--- src/rtl/rmc_pkg.sv ---
`default_nettype none
package rmc_pkg;

   localparam int MAX_SIDE_DEF  = 64;
   localparam int MAX_WALLS_DEF = 8192;
   localparam int MAX_ROOMS_DEF = 4096;

   localparam int CSR_DATA_W = 7;
   localparam int WORD_W     = 32;
   localparam int DCNT_W     = 5;

   localparam logic [CSR_DATA_W-1:0] HEIGHT_RST = 7'd8;
   localparam logic [CSR_DATA_W-1:0] WIDTH_RST  = 7'd8;

   localparam logic CSR_HEIGHT = 1'b0;
   localparam logic CSR_WIDTH  = 1'b1;

   typedef struct packed {
      logic clr_step;
      logic capture;
      logic resp_blank;
      logic div_load_word;
      logic div_load_wall;
      logic div_step;
      logic wall_read;
      logic rooms;
      logic find_load_first;
      logic find_load_second;
      logic find_step;
      logic save_root1;
      logic union_do;
      logic shift_init;
      logic shift_step;
      logic count_dec;
   } cmd_type;

   typedef struct packed {
      logic cfg_write;
      logic clr_last;
      logic done_hit;
      logic list_empty;
      logic div_last;
      logic find_stop;
      logic maze_done;
      logic shift_done;
   } status_type;

endpackage
`default_nettype wire

--- src/rtl/rmc_ctrl.sv ---
`default_nettype none
module rmc_ctrl (
   input  wire                   clock,
   input  wire                   reset,
   input  wire                   start,
   input  rmc_pkg::status_type   status,
   output rmc_pkg::cmd_type      cmd,
   output logic                  busy,
   output logic                  rsp_valid
);

   localparam logic [4:0] S_CLEAR  = 5'd0;
   localparam logic [4:0] S_IDLE   = 5'd1;
   localparam logic [4:0] S_CHECK  = 5'd2;
   localparam logic [4:0] S_DIVA   = 5'd3;
   localparam logic [4:0] S_WREAD  = 5'd4;
   localparam logic [4:0] S_WWAIT  = 5'd5;
   localparam logic [4:0] S_DIVB   = 5'd6;
   localparam logic [4:0] S_ROOMS  = 5'd7;
   localparam logic [4:0] S_FLOAD1 = 5'd8;
   localparam logic [4:0] S_FIND1  = 5'd9;
   localparam logic [4:0] S_FLOAD2 = 5'd10;
   localparam logic [4:0] S_FIND2  = 5'd11;
   localparam logic [4:0] S_UNION  = 5'd12;
   localparam logic [4:0] S_DECIDE = 5'd13;
   localparam logic [4:0] S_SHIFTI = 5'd14;
   localparam logic [4:0] S_SHIFT  = 5'd15;
   localparam logic [4:0] S_RESP   = 5'd16;

   logic [4:0] state_ff, state_in;

   always_comb begin
      state_in = state_ff;
      cmd      = '0;
      case (state_ff)
         S_CLEAR: begin
            cmd.clr_step = 1'b1;
            if (status.clr_last) state_in = S_IDLE;
         end
         S_IDLE: begin
            if (start) begin
               cmd.capture = 1'b1;
               state_in    = S_CHECK;
            end
         end
         S_CHECK: begin
            if (status.done_hit || status.list_empty) begin
               cmd.resp_blank = 1'b1;
               state_in       = S_RESP;
            end else begin
               cmd.div_load_word = 1'b1;
               state_in          = S_DIVA;
            end
         end
         S_DIVA: begin
            cmd.div_step = 1'b1;
            if (status.div_last) state_in = S_WREAD;
         end
         S_WREAD: begin
            cmd.wall_read = 1'b1;
            state_in      = S_WWAIT;
         end
         S_WWAIT: begin
            cmd.div_load_wall = 1'b1;
            state_in          = S_DIVB;
         end
         S_DIVB: begin
            cmd.div_step = 1'b1;
            if (status.div_last) state_in = S_ROOMS;
         end
         S_ROOMS: begin
            cmd.rooms = 1'b1;
            state_in  = S_FLOAD1;
         end
         S_FLOAD1: begin
            cmd.find_load_first = 1'b1;
            state_in            = S_FIND1;
         end
         S_FIND1: begin
            cmd.find_step = 1'b1;
            if (status.find_stop) begin
               cmd.save_root1 = 1'b1;
               state_in       = S_FLOAD2;
            end
         end
         S_FLOAD2: begin
            cmd.find_load_second = 1'b1;
            state_in             = S_FIND2;
         end
         S_FIND2: begin
            cmd.find_step = 1'b1;
            if (status.find_stop) state_in = S_UNION;
         end
         S_UNION: begin
            cmd.union_do = 1'b1;
            state_in     = S_DECIDE;
         end
         S_DECIDE: begin
            // The wall of the final removal stays in the list.
            state_in = status.maze_done ? S_RESP : S_SHIFTI;
         end
         S_SHIFTI: begin
            cmd.shift_init = 1'b1;
            state_in       = S_SHIFT;
         end
         S_SHIFT: begin
            cmd.shift_step = 1'b1;
            if (status.shift_done) begin
               cmd.count_dec = 1'b1;
               state_in      = S_RESP;
            end
         end
         S_RESP: begin
            state_in = S_IDLE;
         end
         default: begin
            state_in = S_CLEAR;
         end
      endcase
      if (status.cfg_write) state_in = S_CLEAR;
   end

   always_ff @(posedge clock) begin
      if (reset) begin
         state_ff <= S_CLEAR;
      end else begin
         state_ff <= state_in;
      end
   end

   assign busy      = state_ff != S_IDLE;
   assign rsp_valid = state_ff == S_RESP;

endmodule
`default_nettype wire

--- config.mk ---
export PLATFORM = sky130hd
export DESIGN_NAME = rmc_ctrl
export DESIGN_NICKNAME = d
export VERILOG_FILES = /design/src/rtl/rmc_pkg.sv /design/src/rtl/rmc_ctrl.sv
export SDC_FILE = /design/constraint.sdc
export NUM_CORES = 1
export LEC_CHECK = 0
export BUFFER_PORTS_ARGS = -buffer_cell sky130_fd_sc_hd__buf_2
export CAP_MARGIN = 10
export CORE_MARGIN = 3
export CORE_UTILIZATION = 38
export DETAILED_ROUTE_END_ITERATION = 8
export PLACE_DENSITY = 0.78
export RECOVER_POWER = 100
export SLEW_MARGIN = 10
export SYNTH_ARGS = -nofsm -noshare
export SYNTH_HDL_FRONTEND = slang
export SYNTH_SLANG_ARGS = --single-unit
--- constraint.sdc ---
create_clock -name clock -period 1.18 [get_ports clock]
set_input_delay 0 -clock clock [delete_from_list [all_inputs] [get_ports clock]]
set_output_delay 0 -clock clock [all_outputs]
set_load 0.05 [all_outputs]
==> metrics.csv, run 1 <==
metric;value;unit
cts_setup_buffers;3;
synthTopCellsByCount;13 x nor2_1, 10 x nand2_1, 8 x nor3_1;
die_w;43.6;um
cts_hold_buf;0;
io_pins;29;
portBuffers;28;
synth_most_common_cell;nor2_1;
synthSimpleGateAreaFrac;44.2;%
syn_nets;91;
yosysSeqAreaShare;18.6;%
dp_hpwl;1570;um
cts_root_buf;clkbuf_4;
core.rowCount;12;
error_line;[ERROR DPL-0038] Utilization greater than 100%, impossible to legalize;
failed_stage;clock tree synthesis (4_1_cts);
avgSynthCellArea;6.73;um2
cts_resized;74;
die_h;43.6;um
synth_top_family_by_area;simple AND/OR/NAND/NOR gates;
gp_congestion;0.806;
status;stopped before the end;
synthMuxAreaShare;7.44;%
ys_top_cells_by_area;dfxtp_1 19%, nor2_1 9.1%, mux2i_1 7.4%;
clockBufferDepth;2;
htreeDepth;1;
cts_buffers;3;
syn_inst;80;
synth_top_cell_area_share;18.6;%
synthDistinctLibCells;31;
synthesis.area;538;um2
ys_seq_elements;5;
ys_async_sr_fraction;0;%
synth_fa_ha_area_share;0;%
yosys_warnings;0;
yosysTopAreaCell;dfxtp_1;
synthFlopType;dfxtp_1;
synth_compound_gate_area_share;20.0;%
synth_enable_flop_cells;0;
start_util;44.2;%
cts.sinks;5;
synth_xor_xnor_area_share;1.63;%
dpl-instance-area;938;um2
metrics by stage:
| stage | std cells | TNS (ns) | setup WS, ns |
|---|---|---|---|
| after floorplan | 80 | -1.45 | -0.295 |
| after global placement | 133 | -0.557 | -0.0753 |
| after detailed placement | 133 | -1.02 | -0.176 |
kinds of logic after synthesis:
kind of cell,after synthesis
multiplexers,4
XOR/XNOR,1
flip-flops,5
AND/OR/NAND/NOR,46
buffers and inverters,9
AO/OA/AOI/OAI,15
==> run 2: changes to the inputs <==
CORE_AREA = 3 3 64 66   (was default)
CORE_MARGIN = default   (was 3)
CORE_UTILIZATION = default   (was 38)
DIE_AREA = 0 0 67 69   (was default)
PLACE_DENSITY = default   (was 0.78)
PLACE_DENSITY_LB_ADDON = 0.15   (was default)
clock period = 1.5 ns   (was 1.18 ns; I/O delays follow)
==> metrics.csv, run 2 <==
metric;value;unit;change
setup-violations-final;1;;
critPathSlowestCell;or3_4;;
via_count;748;;
layout_common_cells;22 x buf_4, 11 x nor2_1, 10 x buf_2;;
cp_common_cell;buf_6;;
overflow;0;;
ys_seq_elements;5;;unchanged
slew_viol_final;0;;
start_kind;register;;
synth_top_cell_area_share;18.6;%;unchanged
nFillCells;427;;
wl_per_cell;12.1;um;
clkLatencyLatePin;0.22;ns;
die_h;69;um;was 43.6 um
viasPerCell;4.35;;
crit_fanout;4;;
slowest_delay;0.43;ns;
max_freq;666;MHz;
reg_top3;state_ff (5);;
antenna_found_initial;0;;
crit_arrival;1.50;ns;
finalClockSkew;0.000108;ns;
area_growth_syn_to_layout;89.8;%;
avgSynthCellArea;6.73;um2;unchanged
maxSlewHeadroom;69.2;%;
core;3630;um2;
dp_hpwl;1760;um;was 1570 um
worst_pin_slew;0.461;ns;
grt_pass1_wl;3260;um;
rrSetupSlack;0.07;ns;
core.rowCount;22;;was 12
nets;136;;
synthDistinctLibCells;31;;unchanged
largest_register_ffs;5;;
ir_drop;0.145;mV;
syn_nets;91;;unchanged
fin_cells;172;;
die_area;4620;um2;
synthFlopType;dfxtp_1;;unchanged
fin_ws;-0.00258;ns;
cts.sinks;5;;unchanged
status;finished, violations left;;was stopped before the end
worstPathCellList;buf_6 > or3_4 > nor3b_4 > buf_6;;
yosysSeqAreaShare;18.6;%;unchanged
gp_congestion;0.763;;was 0.806
synthTopCellsByCount;13 x nor2_1, 10 x nand2_1, 8 x nor3_1;;unchanged
violations;negative setup slack;;
min_period_over_period;100;%;
clockBufferDepth;2;;unchanged
end_kind;output port;;
path_clk_slew;0.03;ns;
grt_max_degree;10;;
worstSetupPathType;reg -> out;;
final_util;28.1;%;
antennaDiodeCount;0;;
ys_async_sr_fraction;0;%;unchanged
hold_violations;0;;
power_density;487;nW/um2;
die_w;67;um;was 43.6 um
worstPathRequired;1.50;ns;
final_common_cell;buf_4;;
cts_hold_buf;0;;unchanged
path_buf_inv;2;;
portBuffers;28;;unchanged
p_leak;0.435;nW;
syn_inst;80;;unchanged
start_util;14.8;%;was 44.2%
placedCellCount;166;;was 133
antenna_left;0;;
fin_setup_tns;-0.00258;ns;
drc;0;;
synth_enable_flop_cells;0;;unchanged
path_delay_family;simple AND/OR/NAND/NOR gates;;
largest-register;state_ff;;
yosys_warnings;0;;unchanged
finalCriticalPeriod;1.50;ns;
ys_top_cells_by_area;dfxtp_1 19%, nor2_1 9.1%, mux2i_1 7.4%;;unchanged
rsz0062_at_grt;true;;
yosysTopAreaCell;dfxtp_1;;unchanged
synth_most_common_cell;nor2_1;;unchanged
cts_buffers;3;;unchanged
io_pins;29;;unchanged
cts_root_buf;clkbuf_8;;was clkbuf_4
cts_tree;done;;
drt_iter0_markers;21;;
worstHoldPathType;in -> reg;;
htreeDepth;1;;unchanged
synthesis.area;538;um2;unchanged
drive_gt1_share;55.6;%;
grt_use_total;8.99;%;
routed_wl;2090;um;
detail_route.first_pass.iterations;4;;
grt_pass1_vias;704;;
max-cap-violations;0;;
run 2: power breakdown:
group / internal, mW / switching (mW)
Clock: 0.182 / 0.0578
Combinational: 0.0477 / 0.0709
Sequential: 0.135 / 0.00339
run 2: cell families (layout without fill, tap and decap cells):
group / count (synthesis) / in the layout / synth area share, %
AND/OR/NAND/NOR: 46 / 46 / 44.2
AO/OA/AOI/OAI: 15 / 15 / 20.0
buffers and inverters: 9 / 53 / 8.14
flip-flops: 5 / 5 / 18.6
multiplexers: 4 / 4 / 7.44
XOR/XNOR: 1 / 1 / 1.63
run 2: worst paths after layout:
kind	endpoint	from	depth (start not counted)
hold / removal	state_ff[3]	reset	4
hold reg to reg	state_ff[3]	state_ff[4]	3
setup / recovery	rsp_valid	state_ff[1]	4
setup reg to reg	state_ff[1]	state_ff[4]	4
run 2: layout make-up:
type	instances	area (um2)	area share [%]
clock buffer	4	45.0	4.41
sequential	5	108	10.5
multi-input combinational	66	473	46.3
tap	48	60.1	5.88
inverter	3	11.3	1.10
timing repair buffer	46	324	31.7
run 2: repair_timing:
action / in CTS / in global routing
endpoints found under the setup margin: 12 / 15
setup buffers: 0 / 2
endpoints found under the hold margin: 0 / 0
gates resized for setup: 11 / 20
pin swaps: 0 / 3
run 2: worst reg2reg max path, stage by stage (launching register included):
cell and delay, ns:
dfxtp_1 0.34, nand3b_1 0.21, o32ai_2 0.27, a311o_1 0.32, mux2i_1 0.22
run 2: routing by layer:
metal | vias up | part of all wire [%] | track usage, %
li1 | 379 | - | -
met3 | 4 | 7.1 | 1.47
met5 | - | 0 | 0
met1 | 339 | 45 | 11.8
met2 | 26 | 46 | 14.1
met4 | 0 | 1.7 | 4.05
run 2: stage by stage:
step	setup WS [ns]	cell area (um2)	hold slack (ns)	power, mW
floorplan	-0.251	603	0.183	0.213
global placement	0.0465	891	0.321	0.254
detailed placement	0.0314	891	0.327	0.253
CTS	-0.0337	963	0.102	0.497
global route	-0.0547	1020	0.121	0.523
finish	-0.00258	1020	0.0990	0.497
(Power assumes the default switching activity.)
==> run 3: changes to the inputs <==
ABC_AREA = 1   (was default)
==> metrics.csv, run 3 <==
metric;value;unit;change
final_common_cell;nand2_1;;was buf_4
detail_route.first_pass.iterations;4;;unchanged
min_period_over_period;94.3;%;was 100%
worst_pin_slew;0.343;ns;was 0.461 ns
yosysTopAreaCell;nand2_1;;was dfxtp_1
worstSetupPathType;reg -> out;;unchanged
end_kind;output port;;unchanged
finalCriticalPeriod;1.41;ns;was 1.50 ns
fin_setup_tns;0;ns;was -0.00258 ns
drc;0;;unchanged
area_growth_syn_to_layout;61.4;%;was 89.8%
synthFlopType;dfxtp_1;;unchanged
p_leak;0.540;nW;was 0.435 nW
largest_register_ffs;5;;unchanged
via_count;889;;was 748
synthesis.area;638;um2;was 538 um2
crit_fanout;7;;was 4
avgSynthCellArea;5.19;um2;was 6.73 um2
cts_buffers;3;;unchanged
maxSlewHeadroom;77.1;%;was 69.2%
power_density;486;nW/um2;was 487 nW/um2
overflow;0;;unchanged
placedCellCount;206;;was 166
grt_pass1_wl;3620;um;was 3260 um
clkLatencyLatePin;0.22;ns;about the same
synth_most_common_cell;nand2_1;;was nor2_1
antennaDiodeCount;0;;unchanged
hold_slack;0.0933;ns;was 0.0990 ns
rsz0062_at_grt;false;;was true
cts.sinks;5;;unchanged
io_pins;29;;unchanged
antenna_found_initial;0;;unchanged
core.rowCount;22;;unchanged
start_kind;register;;unchanged
gp_congestion;0.841;;was 0.763
slew_viol_final;0;;unchanged
synthDistinctLibCells;18;;was 31
fin_cells;210;;was 172
path_clk_slew;0.04;ns;was 0.03 ns
grt_pass1_vias;771;;was 704
routed_wl;2280;um;was 2090 um
synth_enable_flop_cells;0;;unchanged
crit_arrival;1.41;ns;was 1.50 ns
ys_async_sr_fraction;0;%;unchanged
synthTopCellsByCount;33 x nand2_1, 26 x nor2_1, 14 x inv_1, 14 x nand3_1;;was 13 x nor2_1, 10 x nand2_1, 8 x nor3_1
finalPower;500;uW;was 497 uW
syn_inst;123;;was 80
max-cap-violations;0;;unchanged
finalClockSkew;0.00119;ns;was 0.000108 ns
hold_violations;0;;unchanged
nFillCells;443;;was 427
viasPerCell;4.23;;was 4.35
drive_gt1_share;46.3;%;was 55.6%
dp_hpwl;1940;um;was 1760 um
grt_max_degree;10;;unchanged
setup-violations-final;0;;was 1
clockBufferDepth;2;;unchanged
largest-register;state_ff;;unchanged
ys_seq_elements;5;;unchanged
ys_top_cells_by_area;nand2_1 19%, dfxtp_1 16%, nor2_1 15%;;was dfxtp_1 19%, nor2_1 9.1%, mux2i_1 7.4%
slowest_delay;0.46;ns;was 0.43 ns
die_w;67;um;unchanged
worstHoldPathType;in -> reg;;unchanged
die_h;69;um;unchanged
grt_use_total;10.0;%;was 8.99%
max_freq;707;MHz;was 666 MHz
cts_tree;done;;unchanged
yosys_warnings;0;;unchanged
yosysSeqAreaShare;15.7;%;was 18.6%
start_util;17.6;%;was 14.8%
wl_per_cell;10.9;um;was 12.1 um
critPathSlowestCell;dfxtp_2;;was or3_4
die_area;4620;um2;unchanged
antenna_left;0;;unchanged
drt_iter0_markers;41;;was 21
ir_drop;0.468;mV;was 0.145 mV
core;3630;um2;unchanged
cts_setup_buffers;0;;unchanged
portBuffers;28;;unchanged
syn_nets;134;;was 91
htreeDepth;1;;unchanged
reg_top3;state_ff (5);;unchanged
synth_top_cell_area_share;19.4;%;was 18.6%
status;completed;;was finished, violations left
layout_common_cells;32 x nand2_1, 18 x nor2_1, 14 x inv_1, 14 x clkbuf_2;;was 22 x buf_4, 11 x nor2_1, 10 x buf_2
worstPathRequired;1.50;ns;about the same
cts_root_buf;clkbuf_8;;unchanged
nets;174;;was 136
worstPathCellList;nand3_2 > clkbuf_4 > nor2_2 > clkbuf_2;;was buf_6 > or3_4 > nor3b_4 > buf_6
run 3: cell count changes after synthesis, sizes merged, moves of 3 or more:
cell / before / now
nand2: 10 / 36
nor2: 13 / 33
inv: 3 / 20
nand3: 0 / 15
nor3: 8 / 3
mux2i: 4 / 0
o211ai: 4 / 0
clkbuf: 3 / 0
nand2b: 3 / 0
nand4: 0 / 3
o21ai: 3 / 0
run 3: final timing paths:
check                 to        start  depth (start not counted)  slack (ns)
max               cmd[7]  state_ff[3]                          4        0.09
min reg2reg  state_ff[1]  state_ff[1]                          2        0.50
min          state_ff[4]    status[1]                          3        0.09
max reg2reg  state_ff[3]  state_ff[0]                          7        0.17
run 3: kinds of logic (layout without fill, tap and decap cells):
logic type	count (synthesis)	in the layout	share of synthesized area [%]
buffers and inverters	21	60	13.5
flip-flops	5	5	15.7
AO/OA/AOI/OAI	6	6	5.10
AND/OR/NAND/NOR	91	91	65.7
run 3: power breakdown:
| group | leakage (nW) | switching, mW | total, mW | internal (mW) |
|---|---|---|---|---|
| Sequential | 0.0427 | 0.00501 | 0.140 | 0.135 |
| Clock | 0.0228 | 0.0630 | 0.245 | 0.182 |
| Combinational | 0.475 | 0.0785 | 0.115 | 0.0368 |
run 3: cell type report:
| class | count | area (um2) | area share [%] |
|---|---|---|---|
| inverter | 20 | 75.1 | 7.29 |
| clock buffer | 4 | 45.0 | 4.37 |
| timing repair buffer | 36 | 218 | 21.1 |
| tap | 48 | 60.1 | 5.83 |
| multi-input combinational | 97 | 524 | 50.9 |
| sequential | 5 | 108 | 10.4 |
run 3: critical path, delay by kind of cell, from the launching register on:
| kind | cells | cell delay (ns) |
|---|---|---|
| buf+inv | 2 | 0.47 |
| simple gates | 2 | 0.27 |
| flops | 1 | 0.46 |
run 3: per-stage QoR:
step | instance area, um2 | setup slack (ns) | utilization [%]
after floorplan | 688 | -0.0222 | -
after global placement | 950 | 0.0127 | 26.1
after detailed placement | 950 | 0.0139 | 26.1
after CTS | 1010 | 0.0164 | 27.8
after global routing | 1030 | 0.0106 | 28.3
final | 1030 | 0.0853 | 28.3
run 3: layer usage:
layer / routed length [um] / part of all wire, % / vias to the layer above / GRT usage, %
li1: - / - / 461 / -
met5: 0 / 0 / - / 0
met3: 156 / 6.8 / 4 / 1.63
met1: 1070 / 47 / 392 / 14.1
met4: 15 / 0.66 / 0 / 2.70
met2: 1040 / 46 / 32 / 15.5
run 3: what timing repair did:
action                     CTS  global route
pin swaps                    0             0
hold buffers                 0             0
setup endpoints to repair    4             7
gates resized for setup      6             7
==> run 4: changes to the inputs <==
BUFFER_PORTS_ARGS = -buffer_cell sky130_fd_sc_hd__clkbuf_2   (was -buffer_cell sky130_fd_sc_hd__buf_2)
==> metrics.csv, run 4 (synthesis results as in run 3) <==
metric;value;unit;change
p_int;357;uW;was 354 uW
die_area;4620;um2;unchanged
cts_buffers;3;;unchanged
hold_violations;0;;unchanged
viasPerCell;4.10;;was 4.23
place_ws;0.0427;ns;was 0.0139 ns
setup-violations-final;0;;unchanged
crit_fanout;6;;was 7
nFillCells;434;;was 443
path_clk_slew;0.03;ns;was 0.04 ns
gp_congestion;0.869;;was 0.841
finalClockSkew;0.000462;ns;was 0.00119 ns
wl_per_cell;10.9;um;about the same
grt_use_total;9.96;%;was 10.0%
p_leak;0.544;nW;was 0.540 nW
portBuffers;28;;unchanged
max-cap-violations;0;;unchanged
grt_max_degree;10;;unchanged
finalCriticalPeriod;1.43;ns;was 1.41 ns
final_common_cell;nand2_1;;unchanged
cts_hold_buf;0;;unchanged
slew_viol_final;0;;unchanged
worstSetupPathType;reg -> out;;unchanged
clkLatencyLatePin;0.22;ns;about the same
max_freq;701;MHz;was 707 MHz
hold_slack;0.0967;ns;was 0.0933 ns
worstHoldPathType;in -> reg;;unchanged
p_switching;146;uW;about the same
via_count;866;;was 889
end_kind;output port;;unchanged
cts_root_buf;clkbuf_8;;unchanged
antenna_found_initial;0;;unchanged
drt_iter0_markers;32;;was 41
reg_top3;state_ff (5);;unchanged
swShare;29.0;%;was 29.3%
crit_arrival;1.43;ns;was 1.41 ns
core;3630;um2;unchanged
maxSlewHeadroom;75.9;%;was 77.1%
fin_setup_tns;0;ns;unchanged
io_pins;29;;unchanged
routed_wl;2300;um;was 2280 um
drc;0;;unchanged
htreeDepth;1;;unchanged
slowest_delay;0.42;ns;was 0.46 ns
antenna_left;0;;unchanged
ir_drop;0.301;mV;was 0.468 mV
power_density;491;nW/um2;was 486 nW/um2
overflow;0;;unchanged
dp_hpwl;1980;um;was 1940 um
worstPathCellList;nand2_2 > clkbuf_1 > nor3_1 > clkbuf_2;;was nand3_2 > clkbuf_4 > nor2_2 > clkbuf_2
cts_tree;done;;unchanged
critPathSlowestCell;dfxtp_2;;unchanged
fin_ws;0.0738;ns;was 0.0853 ns
largest-register;state_ff;;unchanged
antennaDiodeCount;0;;unchanged
detail_route.first_pass.iterations;4;;unchanged
core.rowCount;22;;unchanged
nets;175;;was 174
combPwrFrac;23.3;%;was 23.1%
layout_common_cells;32 x nand2_1, 27 x clkbuf_2, 18 x nor2_1;;was 32 x nand2_1, 18 x nor2_1, 14 x inv_1, 14 x clkbuf_2
largest_register_ffs;5;;unchanged
worst_pin_slew;0.360;ns;was 0.343 ns
worstPathRequired;1.50;ns;about the same
cts.sinks;5;;unchanged
grt_pass1_wl;3640;um;was 3620 um
grt_pass1_vias;802;;was 771
start_util;17.6;%;unchanged
status;completed;;unchanged
multiInputGateArea;519;um2;was 524 um2
clockBufferDepth;2;;unchanged
drive_gt1_share;44.8;%;was 46.3%
min_period_over_period;95.1;%;was 94.3%
die_h;69;um;unchanged
start_kind;register;;unchanged
rsz0062_at_grt;false;;unchanged
cts_setup_buffers;0;;unchanged
pwr-share-clk;48.4;%;was 49.0%
die_w;67;um;unchanged
seq_power_share;28.3;%;was 28.0%
layout.area.seq;105;um2;was 108 um2
area_growth_syn_to_layout;60.4;%;was 61.4%
[run 4: changes by cell type in the layout (fill, tap and decap cells not counted)]
cell	change
nor3_2	-1
clkbuf_1	+1
buf_4	-1
buf_2	-12
dfxtp_2	+1
nor3_1	+1
inv_2	-1
clkbuf_2	+13
inv_1	+1
dfxtp_4	-1
[run 4: per-stage QoR]
step	total power, mW	instance area (um2)	std cells	util, %
6_report	0.503	1020	211	28.2
5_1_grt	0.535	1020	211	28.2
4_1_cts	0.512	1020	211	28.0
3_5_place_dp	0.259	957	207	26.3
3_3_place_gp	0.260	957	207	26.3
2_1_floorplan	0.220	688	123	-
[run 4: worst paths after layout]
| kind | from | to | slack (ns) | cells after the start |
|---|---|---|---|---|
| worst max-delay path | state_ff[0] | cmd[0] | 0.07 | 4 |
| worst min-delay path | reset | state_ff[1] | 0.1 | 3 |
| worst max register to register | state_ff[0] | state_ff[3] | 0.13 | 7 |
| worst min register to register | state_ff[1] | state_ff[1] | 0.51 | 2 |
[run 4: power groups by stage]
stage | clock network (mW) | registers (mW) | logic, mW
floorplan | 0 | 0.142 | 0.0775
global placement | 0 | 0.143 | 0.117
detailed placement | 0 | 0.143 | 0.116
CTS | 0.253 | 0.142 | 0.117
global route | 0.266 | 0.142 | 0.127
finish | 0.244 | 0.142 | 0.117
[run 4: repair_timing]
item | CTS | global route
resized for setup | 6 | 7
endpoints found under the setup margin | 4 | 8
endpoints found under the hold margin | 0 | 0
[run 4: final cells by class]
type                    count  area share [%]
clock buffers               4            4.40
multi-input cells          97            50.7
repair buffers             37            21.4
inverters                  20            7.33
flip-flops and latches      5            10.3
well taps                  48            5.87
[run 4: per-layer routing]
| metal | track usage (%) | vias to the layer above | wire length (um) |
|---|---|---|---|
| li1 | - | 461 | - |
| met1 | 13.4 | 383 | 1090 |
| met2 | 16.6 | 22 | 1110 |
| met3 | 0.977 | 0 | 99 |
| met4 | 2.70 | 0 | 0 |
| met5 | 0 | - | 0 |
[run 4: worst max-delay path, delay by kind of cell (launching register included)]
kind | cells | cell delay, ns
buffers and inverters | 2 | 0.46
AND/OR/NAND/NOR | 2 | 0.33
flip-flops | 1 | 0.42
